==> config.mk <==
export PLATFORM = sky130hd
export DESIGN_NAME = clause_buffer_format_checker_core
export DESIGN_NICKNAME = d
export VERILOG_FILES = /design/src/sv/cbfc_pkg.sv /design/src/sv/clause_buffer_format_checker_core.sv /design/src/sv/cbfc_csr.sv /design/src/sv/cbfc_parser.sv /design/src/sv/cbfc_rsp_reg.sv
export SDC_FILE = /design/constraint.sdc
export NUM_CORES = 2
export LEC_CHECK = 0
export BUFFER_PORTS_ARGS = -buffer_cell sky130_fd_sc_hd__buf_4
export CORE_MARGIN = 3
export CORE_UTILIZATION = 45
export DETAILED_ROUTE_END_ITERATION = 8
export PLACE_DENSITY = 0.65
export SLEW_MARGIN = 25
export SYNTH_ARGS = -nofsm -noshare
export SYNTH_HDL_FRONTEND = slang
export SYNTH_SLANG_ARGS = --single-unit
export TNS_END_PERCENT = 30
==> constraint.sdc <==
create_clock -name clock -period 7.6 [get_ports clock]
set_clock_uncertainty 0.05 [all_clocks]
set_input_delay 0.76 -clock clock [delete_from_list [all_inputs] [get_ports clock]]
set_output_delay 0.76 -clock clock [all_outputs]
set_load 0.01 [all_outputs]
==> src/sv/cbfc_pkg.sv <==
// shared types and constants of the clause buffer format checker
`default_nettype none
package cbfc_pkg;

   localparam int unsigned BUFFER_WORDS_DEF = 1048576;
   localparam int unsigned WORD_W           = 32;
   localparam int unsigned MAXW_W           = 21;
   localparam int unsigned POS_W            = 21;
   localparam int unsigned GLEN_W           = 21;
   localparam int unsigned CNT_W            = 31;
   localparam int unsigned CSR_ADDR_W       = 3;
   localparam int unsigned CSR_DATA_W       = 32;

   // register index taken from the word address
   localparam logic REG_MAX_WORDS = 1'b0;

   typedef enum logic [1:0] {
      SEC_PCOUNT,
      SEC_PCLAUSE,
      SEC_GCOUNT,
      SEC_GLITS
   } section_type;

   typedef enum logic [2:0] {
      ST_OK,
      ST_TOO_FULL,
      ST_PRIO_TRUNC,
      ST_EMPTY_CLAUSE,
      ST_PRIO_MISMATCH,
      ST_NEG_COUNT,
      ST_GROUP_TRUNC,
      ST_ZERO_LIT
   } status_type;

   typedef struct packed {
      logic               load;
      status_type         status;
      logic [POS_W-1:0]   position;
   } result_type;

endpackage
`default_nettype wire

==> src/sv/clause_buffer_format_checker_core.sv <==
// Clause buffer format checker, top level.
// A buffer streams in as 32-bit words on the req_ channel (req_word, req_last);
// a word moves at a clock edge with req_valid high and req_stall low. Words
// that are not marked last give no result; the last word of a buffer gives one
// result word on the rsp_ channel: rsp_status and rsp_error_position.
// csr_ is an apb-style port holding max_words at byte address 0 (zero means
// the buffer size limit only); write it only between buffers.
// A last word passes through the input register and then the result
// register, which raises rsp_valid.
// Throughput: one word per cycle while req_stall is low; the section update,
// including the group size multiply, is combinational between the input
// register and the result register.
// Stall: the result register holds while rsp_stall is high; words that are
// not last still flow, and req_stall rises only when a last word waits on a
// full result register that is stalled.
// Reset clears max_words, the section state and both valid flags; the next
// word after reset starts a new buffer.
`default_nettype none
module clause_buffer_format_checker_core #(
   parameter int unsigned BUFFER_WORDS = cbfc_pkg::BUFFER_WORDS_DEF
) (
   input  wire logic                                clock,
   input  wire logic                                reset,
   input  wire logic                                req_valid,
   output      logic                                req_stall,
   input  wire logic signed [cbfc_pkg::WORD_W-1:0]  req_word,
   input  wire logic                                req_last,
   output      logic                                rsp_valid,
   input  wire logic                                rsp_stall,
   output      logic [2:0]                          rsp_status,
   output      logic [cbfc_pkg::POS_W-1:0]          rsp_error_position,
   input  wire logic                                csr_psel,
   input  wire logic                                csr_penable,
   input  wire logic                                csr_pwrite,
   input  wire logic [cbfc_pkg::CSR_ADDR_W-1:0]     csr_paddr,
   input  wire logic [cbfc_pkg::CSR_DATA_W-1:0]     csr_pwdata,
   output      logic [cbfc_pkg::CSR_DATA_W-1:0]     csr_prdata,
   output      logic                                csr_pready
);

   logic                                in_valid_ff, in_valid_in;
   logic signed [cbfc_pkg::WORD_W-1:0]  in_word_ff, in_word_in;
   logic                                in_last_ff, in_last_in;
   logic                                accept;
   logic                                advance;
   logic                                out_full;
   logic [cbfc_pkg::MAXW_W-1:0]         max_words;
   cbfc_pkg::result_type                result;

   // a non-last word never needs the result register
   assign advance   = in_valid_ff && (!in_last_ff || !out_full || !rsp_stall);
   assign req_stall = in_valid_ff && !advance;
   assign accept    = req_valid && !req_stall;

   always_comb begin
      in_valid_in = accept || (in_valid_ff && !advance);
      in_word_in  = in_word_ff;
      in_last_in  = in_last_ff;
      if (accept) begin
         in_word_in = req_word;
         in_last_in = req_last;
      end
   end

   always_ff @(posedge clock) begin
      if (reset) begin
         in_valid_ff <= 1'b0;
      end else begin
         in_valid_ff <= in_valid_in;
      end
   end

   always_ff @(posedge clock) begin
      in_word_ff <= in_word_in;
      in_last_ff <= in_last_in;
   end

   cbfc_csr u_csr (
      .clock       (clock),
      .reset       (reset),
      .csr_psel    (csr_psel),
      .csr_penable (csr_penable),
      .csr_pwrite  (csr_pwrite),
      .csr_paddr   (csr_paddr),
      .csr_pwdata  (csr_pwdata),
      .csr_prdata  (csr_prdata),
      .csr_pready  (csr_pready),
      .max_words   (max_words)
   );

   cbfc_parser #(
      .BUFFER_WORDS (BUFFER_WORDS)
   ) u_parser (
      .clock     (clock),
      .reset     (reset),
      .step      (advance),
      .word      (in_word_ff),
      .last      (in_last_ff),
      .max_words (max_words),
      .result    (result)
   );

   cbfc_rsp_reg u_rsp (
      .clock              (clock),
      .reset              (reset),
      .result             (result),
      .rsp_valid          (rsp_valid),
      .rsp_stall          (rsp_stall),
      .rsp_status         (rsp_status),
      .rsp_error_position (rsp_error_position),
      .full               (out_full)
   );

`ifndef SYNTH
   // a new result appears only after a last word left the input register
   a_rsp_from_last: assert property (@(posedge clock) disable iff (reset)
      $rose(rsp_valid) |-> $past(advance && in_last_ff))
      else $error("result without a last word");

   // a pending result is never overwritten while the receiver stalls
   a_no_overwrite: assert property (@(posedge clock) disable iff (reset)
      (out_full && rsp_stall) |-> !result.load)
      else $error("result overwritten under stall");

   // input side stalls only when a word is held
   a_stall_needs_word: assert property (@(posedge clock) disable iff (reset)
      req_stall |-> (in_valid_ff && in_last_ff))
      else $error("stall without a waiting last word");
`endif

endmodule
`default_nettype wire

==> src/sv/cbfc_csr.sv <==
// configuration register file with an apb-style port
`default_nettype none
module cbfc_csr (
   input  wire logic                                clock,
   input  wire logic                                reset,
   input  wire logic                                csr_psel,
   input  wire logic                                csr_penable,
   input  wire logic                                csr_pwrite,
   input  wire logic [cbfc_pkg::CSR_ADDR_W-1:0]     csr_paddr,
   input  wire logic [cbfc_pkg::CSR_DATA_W-1:0]     csr_pwdata,
   output      logic [cbfc_pkg::CSR_DATA_W-1:0]     csr_prdata,
   output      logic                                csr_pready,
   output      logic [cbfc_pkg::MAXW_W-1:0]         max_words
);

   logic [cbfc_pkg::MAXW_W-1:0] max_words_ff;
   logic [cbfc_pkg::MAXW_W-1:0] max_words_in;
   logic                        reg_sel;
   logic                        wr_en;

   // the low two address bits are ignored; the top address bit picks the register
   assign reg_sel = (csr_paddr[cbfc_pkg::CSR_ADDR_W-1] == cbfc_pkg::REG_MAX_WORDS);
   assign wr_en   = csr_psel && csr_penable && csr_pwrite && reg_sel;

   always_comb begin
      max_words_in = max_words_ff;
      if (wr_en) begin
         max_words_in = csr_pwdata[cbfc_pkg::MAXW_W-1:0];
      end
   end

   always_ff @(posedge clock) begin
      if (reset) begin
         max_words_ff <= '0;
      end else begin
         max_words_ff <= max_words_in;
      end
   end

   always_comb begin
      csr_prdata = '0;
      if (reg_sel) begin
         csr_prdata = cbfc_pkg::CSR_DATA_W'(max_words_ff);
      end
   end

   assign csr_pready = 1'b1;
   assign max_words  = max_words_ff;

endmodule
`default_nettype wire

==> src/sv/cbfc_parser.sv <==
// section tracker: a word per cycle while step is high; first error kept, too-full wins
`default_nettype none
module cbfc_parser #(
   parameter int unsigned BUFFER_WORDS = cbfc_pkg::BUFFER_WORDS_DEF
) (
   input  wire logic                                clock,
   input  wire logic                                reset,
   input  wire logic                                step,
   input  wire logic signed [cbfc_pkg::WORD_W-1:0]  word,
   input  wire logic                                last,
   input  wire logic [cbfc_pkg::MAXW_W-1:0]         max_words,
   output      cbfc_pkg::result_type                result
);

   localparam int unsigned IDX_W  = $clog2(BUFFER_WORDS + 1);
   localparam int unsigned CMP_W  = (IDX_W > cbfc_pkg::MAXW_W) ? IDX_W : cbfc_pkg::MAXW_W;
   localparam int unsigned PROD_W = cbfc_pkg::CNT_W + cbfc_pkg::GLEN_W;
   localparam logic [IDX_W-1:0]  BUF_LIMIT = IDX_W'(BUFFER_WORDS);
   localparam logic [cbfc_pkg::GLEN_W-1:0] GLEN_MAX = '1;

   cbfc_pkg::section_type             section_ff, section_in;
   cbfc_pkg::status_type              status_ff, status_in;
   logic [IDX_W-1:0]                  word_index_ff, word_index_in;
   logic [IDX_W-1:0]                  position_ff, position_in;
   logic [cbfc_pkg::CNT_W-1:0]        prio_target_ff, prio_target_in;
   logic [cbfc_pkg::CNT_W-1:0]        prio_done_ff, prio_done_in;
   logic                              clause_open_ff, clause_open_in;
   logic [cbfc_pkg::GLEN_W-1:0]       group_length_ff, group_length_in;
   logic [IDX_W-1:0]                  group_rem_ff, group_rem_in;

   logic [IDX_W-1:0]                  limit;
   logic                              neg;
   logic                              zero_word;
   logic [PROD_W-1:0]                 need_full;
   logic [IDX_W-1:0]                  need_sat;
   logic [IDX_W-1:0]                  rem_dec;
   logic [cbfc_pkg::CNT_W-1:0]        done_inc;

   // a limit of zero or above the buffer size means the buffer size
   always_comb begin
      if (max_words != '0 && CMP_W'(max_words) <= CMP_W'(BUFFER_WORDS)) begin
         limit = IDX_W'(max_words);
      end else begin
         limit = BUF_LIMIT;
      end
   end

   assign neg       = word[cbfc_pkg::WORD_W-1];
   assign zero_word = (word == '0);
   assign need_full = PROD_W'(word[cbfc_pkg::CNT_W-1:0]) * PROD_W'(group_length_ff);
   assign need_sat  = (need_full > PROD_W'(BUFFER_WORDS)) ? BUF_LIMIT : IDX_W'(need_full);
   assign rem_dec   = (group_rem_ff != '0) ? group_rem_ff - 1'b1 : group_rem_ff;
   assign done_inc  = prio_done_ff + 1'b1;

   always_comb begin
      section_in      = section_ff;
      status_in       = status_ff;
      word_index_in   = word_index_ff;
      position_in     = position_ff;
      prio_target_in  = prio_target_ff;
      prio_done_in    = prio_done_ff;
      clause_open_in  = clause_open_ff;
      group_length_in = group_length_ff;
      group_rem_in    = group_rem_ff;
      result.load     = 1'b0;
      result.status   = cbfc_pkg::ST_OK;
      result.position = '0;

      if (step) begin
         priority if (word_index_ff >= limit) begin
            if (status_ff != cbfc_pkg::ST_TOO_FULL) begin
               status_in   = cbfc_pkg::ST_TOO_FULL;
               position_in = word_index_ff;
            end
         end else if (status_ff == cbfc_pkg::ST_OK) begin
            unique case (section_ff)
               cbfc_pkg::SEC_PCOUNT: begin
                  if (neg) begin
                     status_in   = cbfc_pkg::ST_PRIO_MISMATCH;
                     position_in = word_index_ff;
                  end else if (zero_word) begin
                     section_in = cbfc_pkg::SEC_GCOUNT;
                  end else begin
                     prio_target_in = word[cbfc_pkg::CNT_W-1:0];
                     prio_done_in   = '0;
                     clause_open_in = 1'b0;
                     section_in     = cbfc_pkg::SEC_PCLAUSE;
                  end
               end
               cbfc_pkg::SEC_PCLAUSE: begin
                  if (zero_word) begin
                     if (!clause_open_ff) begin
                        status_in   = cbfc_pkg::ST_EMPTY_CLAUSE;
                        position_in = word_index_ff;
                     end else begin
                        prio_done_in   = done_inc;
                        clause_open_in = 1'b0;
                        // done counts up by one from zero, so reaching target is equality
                        if (done_inc == prio_target_ff) begin
                           section_in = cbfc_pkg::SEC_GCOUNT;
                        end
                     end
                  end else begin
                     clause_open_in = 1'b1;
                  end
               end
               cbfc_pkg::SEC_GCOUNT: begin
                  if (neg) begin
                     status_in   = cbfc_pkg::ST_NEG_COUNT;
                     position_in = word_index_ff;
                  end else begin
                     group_rem_in = need_sat;
                     if (need_sat == '0) begin
                        section_in = cbfc_pkg::SEC_GCOUNT;
                        if (group_length_ff != GLEN_MAX) begin
                           group_length_in = group_length_ff + 1'b1;
                        end
                     end else begin
                        section_in = cbfc_pkg::SEC_GLITS;
                     end
                  end
               end
               cbfc_pkg::SEC_GLITS: begin
                  if (zero_word) begin
                     status_in   = cbfc_pkg::ST_ZERO_LIT;
                     position_in = word_index_ff;
                  end else begin
                     group_rem_in = rem_dec;
                     if (rem_dec == '0) begin
                        section_in = cbfc_pkg::SEC_GCOUNT;
                        if (group_length_ff != GLEN_MAX) begin
                           group_length_in = group_length_ff + 1'b1;
                        end
                     end
                  end
               end
               default: begin
                  section_in = section_ff;
               end
            endcase
         end

         if (word_index_ff < BUF_LIMIT) begin
            word_index_in = word_index_ff + 1'b1;
         end

         if (last) begin
            // truncation only counts when nothing was latched before
            if (status_in == cbfc_pkg::ST_OK) begin
               if (section_in == cbfc_pkg::SEC_PCLAUSE) begin
                  status_in   = cbfc_pkg::ST_PRIO_TRUNC;
                  position_in = word_index_in;
               end else if (section_in == cbfc_pkg::SEC_GLITS) begin
                  status_in   = cbfc_pkg::ST_GROUP_TRUNC;
                  position_in = word_index_in;
               end
            end
            result.load     = 1'b1;
            result.status   = status_in;
            result.position = (status_in == cbfc_pkg::ST_OK) ?
                              cbfc_pkg::POS_W'(word_index_in) :
                              cbfc_pkg::POS_W'(position_in);
            // back to the reset state for the next buffer
            section_in      = cbfc_pkg::SEC_PCOUNT;
            status_in       = cbfc_pkg::ST_OK;
            word_index_in   = '0;
            position_in     = '0;
            prio_target_in  = '0;
            prio_done_in    = '0;
            clause_open_in  = 1'b0;
            group_length_in = cbfc_pkg::GLEN_W'(1);
            group_rem_in    = '0;
         end
      end
   end

   always_ff @(posedge clock) begin
      if (reset) begin
         section_ff      <= cbfc_pkg::SEC_PCOUNT;
         status_ff       <= cbfc_pkg::ST_OK;
         word_index_ff   <= '0;
         group_length_ff <= cbfc_pkg::GLEN_W'(1);
      end else begin
         section_ff      <= section_in;
         status_ff       <= status_in;
         word_index_ff   <= word_index_in;
         group_length_ff <= group_length_in;
      end
   end

   always_ff @(posedge clock) begin
      position_ff    <= position_in;
      prio_target_ff <= prio_target_in;
      prio_done_ff   <= prio_done_in;
      clause_open_ff <= clause_open_in;
      group_rem_ff   <= group_rem_in;
   end

endmodule
`default_nettype wire

==> src/sv/cbfc_rsp_reg.sv <==
// result output register with valid/stall handshake
`default_nettype none
module cbfc_rsp_reg (
   input  wire logic                         clock,
   input  wire logic                         reset,
   input  wire cbfc_pkg::result_type         result,
   output      logic                         rsp_valid,
   input  wire logic                         rsp_stall,
   output      logic [2:0]                   rsp_status,
   output      logic [cbfc_pkg::POS_W-1:0]   rsp_error_position,
   output      logic                         full
);

   logic                         valid_ff, valid_in;
   cbfc_pkg::status_type         status_ff, status_in;
   logic [cbfc_pkg::POS_W-1:0]   position_ff, position_in;

   always_comb begin
      valid_in    = valid_ff && rsp_stall;
      status_in   = status_ff;
      position_in = position_ff;
      if (result.load) begin
         valid_in    = 1'b1;
         status_in   = result.status;
         position_in = result.position;
      end
   end

   always_ff @(posedge clock) begin
      if (reset) begin
         valid_ff <= 1'b0;
      end else begin
         valid_ff <= valid_in;
      end
   end

   always_ff @(posedge clock) begin
      status_ff   <= status_in;
      position_ff <= position_in;
   end

   assign rsp_valid          = valid_ff;
   assign rsp_status         = status_ff;
   assign rsp_error_position = position_ff;
   assign full               = valid_ff;

endmodule
`default_nettype wire
### Yosys cells after proc, flatten, opt, wreduce, memory -nomap -nowiden

Index checks and enable logic that the tools add are counted.
Widths: inputs -> output; s select.

| storage, ports and cells | value |
|---|---|
| flip-flop bits (word level) | 232 |

| operators by class | value |
|---|---|
| mux-type cells | 83 |
| reduce and logical (&&, ||, !) cells | 36 |
| bitwise gates (word level) | 1 |
| $lt $le $gt $ge | 4 |
| equality and inequality tests | 19 |
| $mul | 1 |
| add/sub/neg operators | 4 |

Operator list:

| cell | count |
|---|---|
| $mux 21 | 29 |
| $mux 31 | 11 |
| $pmux 21 s2 | 2 |
| $pmux 21 s3 | 1 |
| $pmux 31 s2 | 1 |
| $gt 52x21->1 const B | 1 |
| $mul 31x21->52 | 1 |
| $mux 25 | 2 |
| $mux 3 | 15 |
| $add 21x1->21 const B | 2 |
| $logic_not 21->1 | 2 |
| $reduce_bool 21->1 | 2 |
| $logic_not 32->1 | 1 |
| $add 31x1->31 const B | 1 |
| $eq 31x31->1 | 1 |
| $mux 2 | 12 |
| $ge 21x21->1 | 1 |
| $le 21x21->1 const B | 1 |
| $lt 21x21->1 const B | 1 |
| $ne 21x21->1 const B | 1 |
| $sub 21x1->21 const B | 1 |
| $reduce_and 6->1 | 3 |
| $reduce_and 8->1 | 2 |
| $ne 3x2->1 const B | 4 |
| 20 further kinds | 50 |

### Depth between registers and ports, before layout

| logic depth | value |
|---|---|
| depth in word-level cells | 21 |
| depth in mapped cells | 33 |

### Modules after synthesis

A second synthesis with hierarchy kept.

| unflattened totals | value |
|---|---|
| cells, all modules | 3861 |
| area total of the unflattened synthesis | 34439.3 um2 |

Modules (own cells, without submodules):

| module | area each (um2) | cells an instance | instances | seq. area each (um2) |
|---|---|---|---|---|
| cbfc_parser | 31427.6 | 3663 | 1 | 4093.9 |
| cbfc_csr | 1208.7 | 129 | 1 | 420.4 |
| clause_buffer_format_checker_core | 1046.0 | 41 | 1 | 1011.0 |
| cbfc_rsp_reg | 757.0 | 28 | 1 | 740.7 |

### Worst setup path before layout

No wires, ideal clock.

| timing | value |
|---|---|
| kind | flip-flop to flip-flop |
| start point | reg u_parser.group_length_ff[6] (netlist name) |
| end point | reg u_parser.group_length_ff[15] (netlist name) |
| slack | -0.686 ns |
| arrival | 8.164 ns |
| setup time | 0.072 ns |
| clock period less this slack | 8.286 ns |
| cell stages (with the launch flop) | 32 |
| path through | dfxtp_1 -> clkbuf_1 -> clkbuf_1 -> nand2_1 -> fa_1 -> inv_1 -> fa_1 -> inv_1 -> fa_1 -> fa_1 -> fa_1 -> inv_1 -> fa_1 -> inv_1 -> fa_1 -> inv_1 -> ha_1 -> clkbuf_1 -> a21oi_1 -> o21ai_0 -> a21o_1 -> a221oi_1 -> a31oi_1 -> a211o_1 -> a211oi_1 -> nand4_1 -> or4_1 -> or4b_1 -> buf_6 -> buf_6 -> a21oi_2 -> mux2i_1 |

| on the way | value |
|---|---|
| longest elaborated chain between the ends | 8 |
| elaborated cells between the ends (all ways) | 17 |
| classes of those cells | add/sub: 1; mul: 1; order compare: 1; eq/ne: 2; mux: 10; reduce/logical: 2 |

RTL lines:

| item | line | text |
|---|---|---|
| start: declaration | cbfc_parser.sv:28 | `logic [cbfc_pkg::GLEN_W-1:0] group_length_ff, group_length_in;` |
| start signal: assignment | cbfc_parser.sv:182 | `group_length_ff <= cbfc_pkg::GLEN_W'(1);` |
| start signal: assignment | cbfc_parser.sv:187 | `group_length_ff <= group_length_in;` |
| parallel branches: the longest is 8 deep, another holds $mul 31x21->52 | -- |  |

Several ways; the timed one is not identified. The select of a mux whose other input is x is not followed.
A chain may end at the register's enable or synchronous reset.

### Worst setup path after layout

| timing | value |
|---|---|
| start point | reg in_word_ff[8] (netlist name) |
| end point | reg u_parser.group_length_ff[6] (netlist name) |

| on the way | value |
|---|---|
| longest elaborated chain between the ends | 6 |
| elaborated cells between the ends (all ways) | 8 |
| classes of those cells | mul: 1; order compare: 1; eq/ne: 2; mux: 1; reduce/logical: 3 |

RTL lines:

| item | line | text |
|---|---|---|
| start: declaration | clause_buffer_format_checker_core.sv:42 | `logic signed [cbfc_pkg::WORD_W-1:0] in_word_ff, in_word_in;` |
| start signal: assignment | clause_buffer_format_checker_core.sv:74 | `in_word_ff <= in_word_in;` |
| $mul 31x21->52 | cbfc_parser.sv:50 | `assign need_full = PROD_W'(word[cbfc_pkg::CNT_W-1:0]) * PROD_W'(group_length_ff);` |
| $gt 52x21->1 | cbfc_parser.sv:51 | `assign need_sat = (need_full > PROD_W'(BUFFER_WORDS)) ? BUF_LIMIT : IDX_W'(need_full);` |
| $mux 21 | cbfc_parser.sv:51 |  |
| $logic_not 21->1 | cbfc_parser.sv:113 | `if (need_sat == '0) begin` |
| $ne 3x2->1 (no line) | -- |  |
| $reduce_and 8->1 (no line) * | -- |  |

Every way passes the cells marked *; elsewhere a longest branch is shown, timed or not.

==> impl_metrics.toml <==
[critical_path]
worstPathArrival_ps = 8680
setup.worst_path.start_class = "flop"
timing.reg2reg.worst_path_depth = 29
rrSetupSlack_ps = -650
worstPathRequired_ps = 8030
crit_path_top_delay_cell = "sky130_fd_sc_hd__fa_1"
worst_r2r_endpoint = "u_parser.group_length_ff[6]$_SDFFE_PP0P_"
timing.setup.critical_path_class = "reg -> reg"
slowest_delay_ps = 530
cpMostUsedCell = "sky130_fd_sc_hd__fa_1"
critical_path_peak_fanout = 18
r2r_start = "in_word_ff[8]$_DFFE_PP_"
critPathCaptureType = "flop"

[logic_synthesis]
synth.avg_cell_area_um2 = 8.93
syn_area_um2 = 34100
synth-main-ff-cell = "sky130_fd_sc_hd__edfxtp_1"
async_flop_share_pct = 0
synth_edf_count = 162
yosys_register_bits = 232
seq_area_frac_synth_pct = 18.4
synth_warnings = 0
syn-instance-count = 3820
synth_cell_type_count = 83

[die]
die_y_um = 281
die_width_um = 281
floorplan.rows = 100
start_util_pct = 45.6
boundaryPins = 134
core_um2 = 74800
floorplan.die_area_um2 = 79200

[cts]
tritoncts_clock_tree = "done"
cts-root-buf = "sky130_fd_sc_hd__clkbuf_16"
cts_h_tree_lvls = 1
clock_sink_count = 232
worst_skew_pair.late_latency_ps = 580
clock_tree.buffer_depth = 3
clkTransAtPathRegs_ps = 60
post_cts_hold_buffer_count = 0
cts-buffers-inserted = 29

[worst_hold_path]
worst_hold_path.num_cells = 1
worstHoldStart = "req_word[5]"
worstHoldPathType = "in -> reg"
worst_case_hold_path_end_point = "in_word_ff[5]$_DFFE_PP_"

[final_layout]
filler_cell_count = 6689
layout-area-overhead-vs-synth_pct = 20.2
layout_common_cells = "sky130_fd_sc_hd__inv_1, sky130_fd_sc_hd__fa_1, sky130_fd_sc_hd__buf_4"
mostFrequentLayoutCell = "sky130_fd_sc_hd__inv_1"
post_route_cells_drive_above_1_share_pct = 17.9
total_number_of_nets_in_the_final_design = 4994
fin_util_pct = 54.8

[drt]
wl_met2_um = 45700
avgRoutedWirePerCell_um = 19.1
route.detailed.drc = 0
routed_via_density = 5.38
met3_wirelength_um = 7920
detailed_routing_wirelength_on_met1_um = 41900
detailedRoute.firstIterationViolations = 2001
drt-pass1-iter-count = 8
final_antenna_net_count = 0
top_signal_layer_used = "met5"
dr_total_vias = 27800
wirelength_um = 98700

[timing]
worst_slew_margin_rel_pct = 36.2
final_max_slew_viol_count = 0
hold_violations = 0
min_period_ps = 8250
setup_viol_count_final = 45
fin_crit_sh_pct = 109
max_clock_freq_mhz = 121
timing.final.ws_setup_ps = -650
rsz0062_at_grt = "true"
worst-slew-pin-transition_ps = 956
whs_ps = 303

[power_and_ir_drop]
power_switching_share_pct = 29.0
p_int_mw = 2.60
power_density_nw_per_um2 = 89.4
cellLeakagePower_nw = 18.6
clock_power_share_pct = 39.8
power.switching_mw = 1.06
pwr-share-seq_pct = 39.3
post-layout-total-power_mw = 3.66
ir_worst_vdd_mv = 0.176
power.share.combinational_pct = 20.9

[global_routing]
antenna_violations_before_repair = 3
grt_start_max_net_pins = 70
via_count_of_the_first_global_routing_pass = 29200
grt_pass1_wl_um = 160000
grt_overflow = 0
overall_fraction_of_global_route_tracks_in_use_pct = 25.4

[job]
max-cap-violations = 0

[status]
outcome = "finished with violations"
failing_checks = "setup timing"

[place]
routability_cong = 0.945
port_buffers = 108
dp_hpwl_um = 78300
==> power by group through the flow <==
stage / clock (mW) / sequential, mW / combinational, mW
2_1_floorplan: 0 / 1.46 / 0.424
3_3_place_gp: 0 / 1.46 / 0.719
3_5_place_dp: 0 / 1.47 / 0.722
4_1_cts: 1.48 / 1.44 / 0.740
5_1_grt: 1.53 / 1.45 / 0.836
6_report: 1.46 / 1.44 / 0.765
==> state kept, by name, summed over array words and instances (netlist names) <==
register / flops
in_last_ff: 1
in_valid_ff: 1
in_word_ff: 32
u_csr.max_words: 21
u_parser.clause_open_ff: 1
u_parser.group_length_ff: 21
u_parser.group_rem_ff: 21
u_parser.position_ff: 21
u_parser.prio_done_ff: 31
u_parser.prio_target_ff: 31
u_parser.section_ff: 2
u_parser.status_ff: 3
u_parser.word_index_ff: 21
u_rsp.full: 1
u_rsp.rsp_error_position: 21
u_rsp.rsp_status: 3
==> synthesized netlist by cell type, drive strengths merged (11+ instances only) <==
cell type / number / area share, %
or3: 25 / 0.46
ha: 188 / 6.9
xor2: 49 / 1.3
edfxtp: 162 / 14
buf: 24 / 0.45
o22ai: 15 / 0.28
nand2b: 20 / 0.37
clkbuf: 202 / 2.2
a22oi: 24 / 0.53
and2: 353 / 6.5
nor2: 179 / 2.0
mux2i: 43 / 1.3
a211oi: 13 / 0.29
nand4: 44 / 0.81
nand3: 60 / 0.88
a21oi: 139 / 2.1
o21ai: 102 / 1.5
fa: 548 / 32
nor2b: 70 / 1.3
dfxtp: 70 / 4.1
a21o: 14 / 0.31
nand2: 493 / 5.4
and4: 11 / 0.28
nor3: 38 / 0.57
and3: 37 / 0.68
xnor2: 67 / 1.7
nor4: 33 / 0.61
inv: 645 / 7.1
==> stage by stage <==
step / cell area (um^2) / setup WS (ps) / TNS (ps) / cells
floorplan: 34800 / -16.4 / -164 / 3830
global placement: 39200 / -918 / -32680 / 5097
detailed placement: 39200 / -824 / -28620 / 5097
CTS: 40600 / -579 / -21460 / 5162
global route: 41000 / -889 / -35910 / 5176
finish: 41000 / -650 / -23950 / 5176
==> what timing repair did <==
item                       in CTS  in global routing
buffers inserted               11                 10
setup endpoints to repair      45                 45
pin swaps                      11                 34
resized for setup              53                 56
gates cloned                    0                  2
==> worst max-delay path by stage <==
stage,cells past startpoint,to,from,slack [ps]
after global placement,28,u_rsp.rsp_status[2]$_SDFFCE_PN0P_,in_word_ff[14]$_DFFE_PP_,-920
after global routing,30,u_parser.group_length_ff[6]$_SDFFE_PP0P_,u_parser.group_length_ff[9]$_SDFFE_PP0P_,-890
after detailed placement,28,u_parser.group_length_ff[2]$_SDFFE_PP0P_,in_word_ff[14]$_DFFE_PP_,-820
after floorplan,29,u_parser.group_length_ff[4]$_SDFFE_PP0P_,in_word_ff[17]$_DFFE_PP_,-20
after CTS,29,u_parser.group_length_ff[6]$_SDFFE_PP0P_,in_word_ff[8]$_DFFE_PP_,-580
final,29,u_parser.group_length_ff[6]$_SDFFE_PP0P_,in_word_ff[8]$_DFFE_PP_,-650
==> metal layers <==
metal  vias up  track usage, %
met5         -               0
met4         2            6.76
met3       160            4.26
met2      1016            41.2
met1     13900            35.7
li1      12800               -
==> cells by family (layout without fill, tap and decap cells) <==
logic type | after synthesis | after routing | share of synthesized area, %
AOI/OAI and AO/OA | 413 | 413 | 7.71
xor gates and xnor gates | 116 | 116 | 2.98
adders and majority gates | 736 | 736 | 39.0
buffers and inverters | 872 | 1248 | 9.78
DFF | 232 | 232 | 18.4
muxes | 45 | 45 | 1.33
other | 2 | 13 | 0.0220
and+or+nand+nor | 1404 | 1404 | 20.8
==> area by class of cell <==
type	count	area, um^2	area share [%]
sequential	232	6270	15.3
timing repair buffer	548	4760	11.6
clock buffer	40	817	1.99
clock inverter	14	196	0.479
tap	969	1210	2.96
antenna	1	2.50	0.00610
multi-input combinational	2726	25300	61.8
inverter	646	2420	5.91
==> critical path: cells and delay by family, from the launching register on <==
family	cells	cell delay [ps]
AO/OA/AOI/OAI	5	960
adder cells (fa/ha/maj)	8	3740
buffers and inverters	9	870
flip-flops	1	440
multiplexers	1	260
AND/OR/NAND/NOR	6	1810
Note: power is estimated with default switching activity, not from simulation.
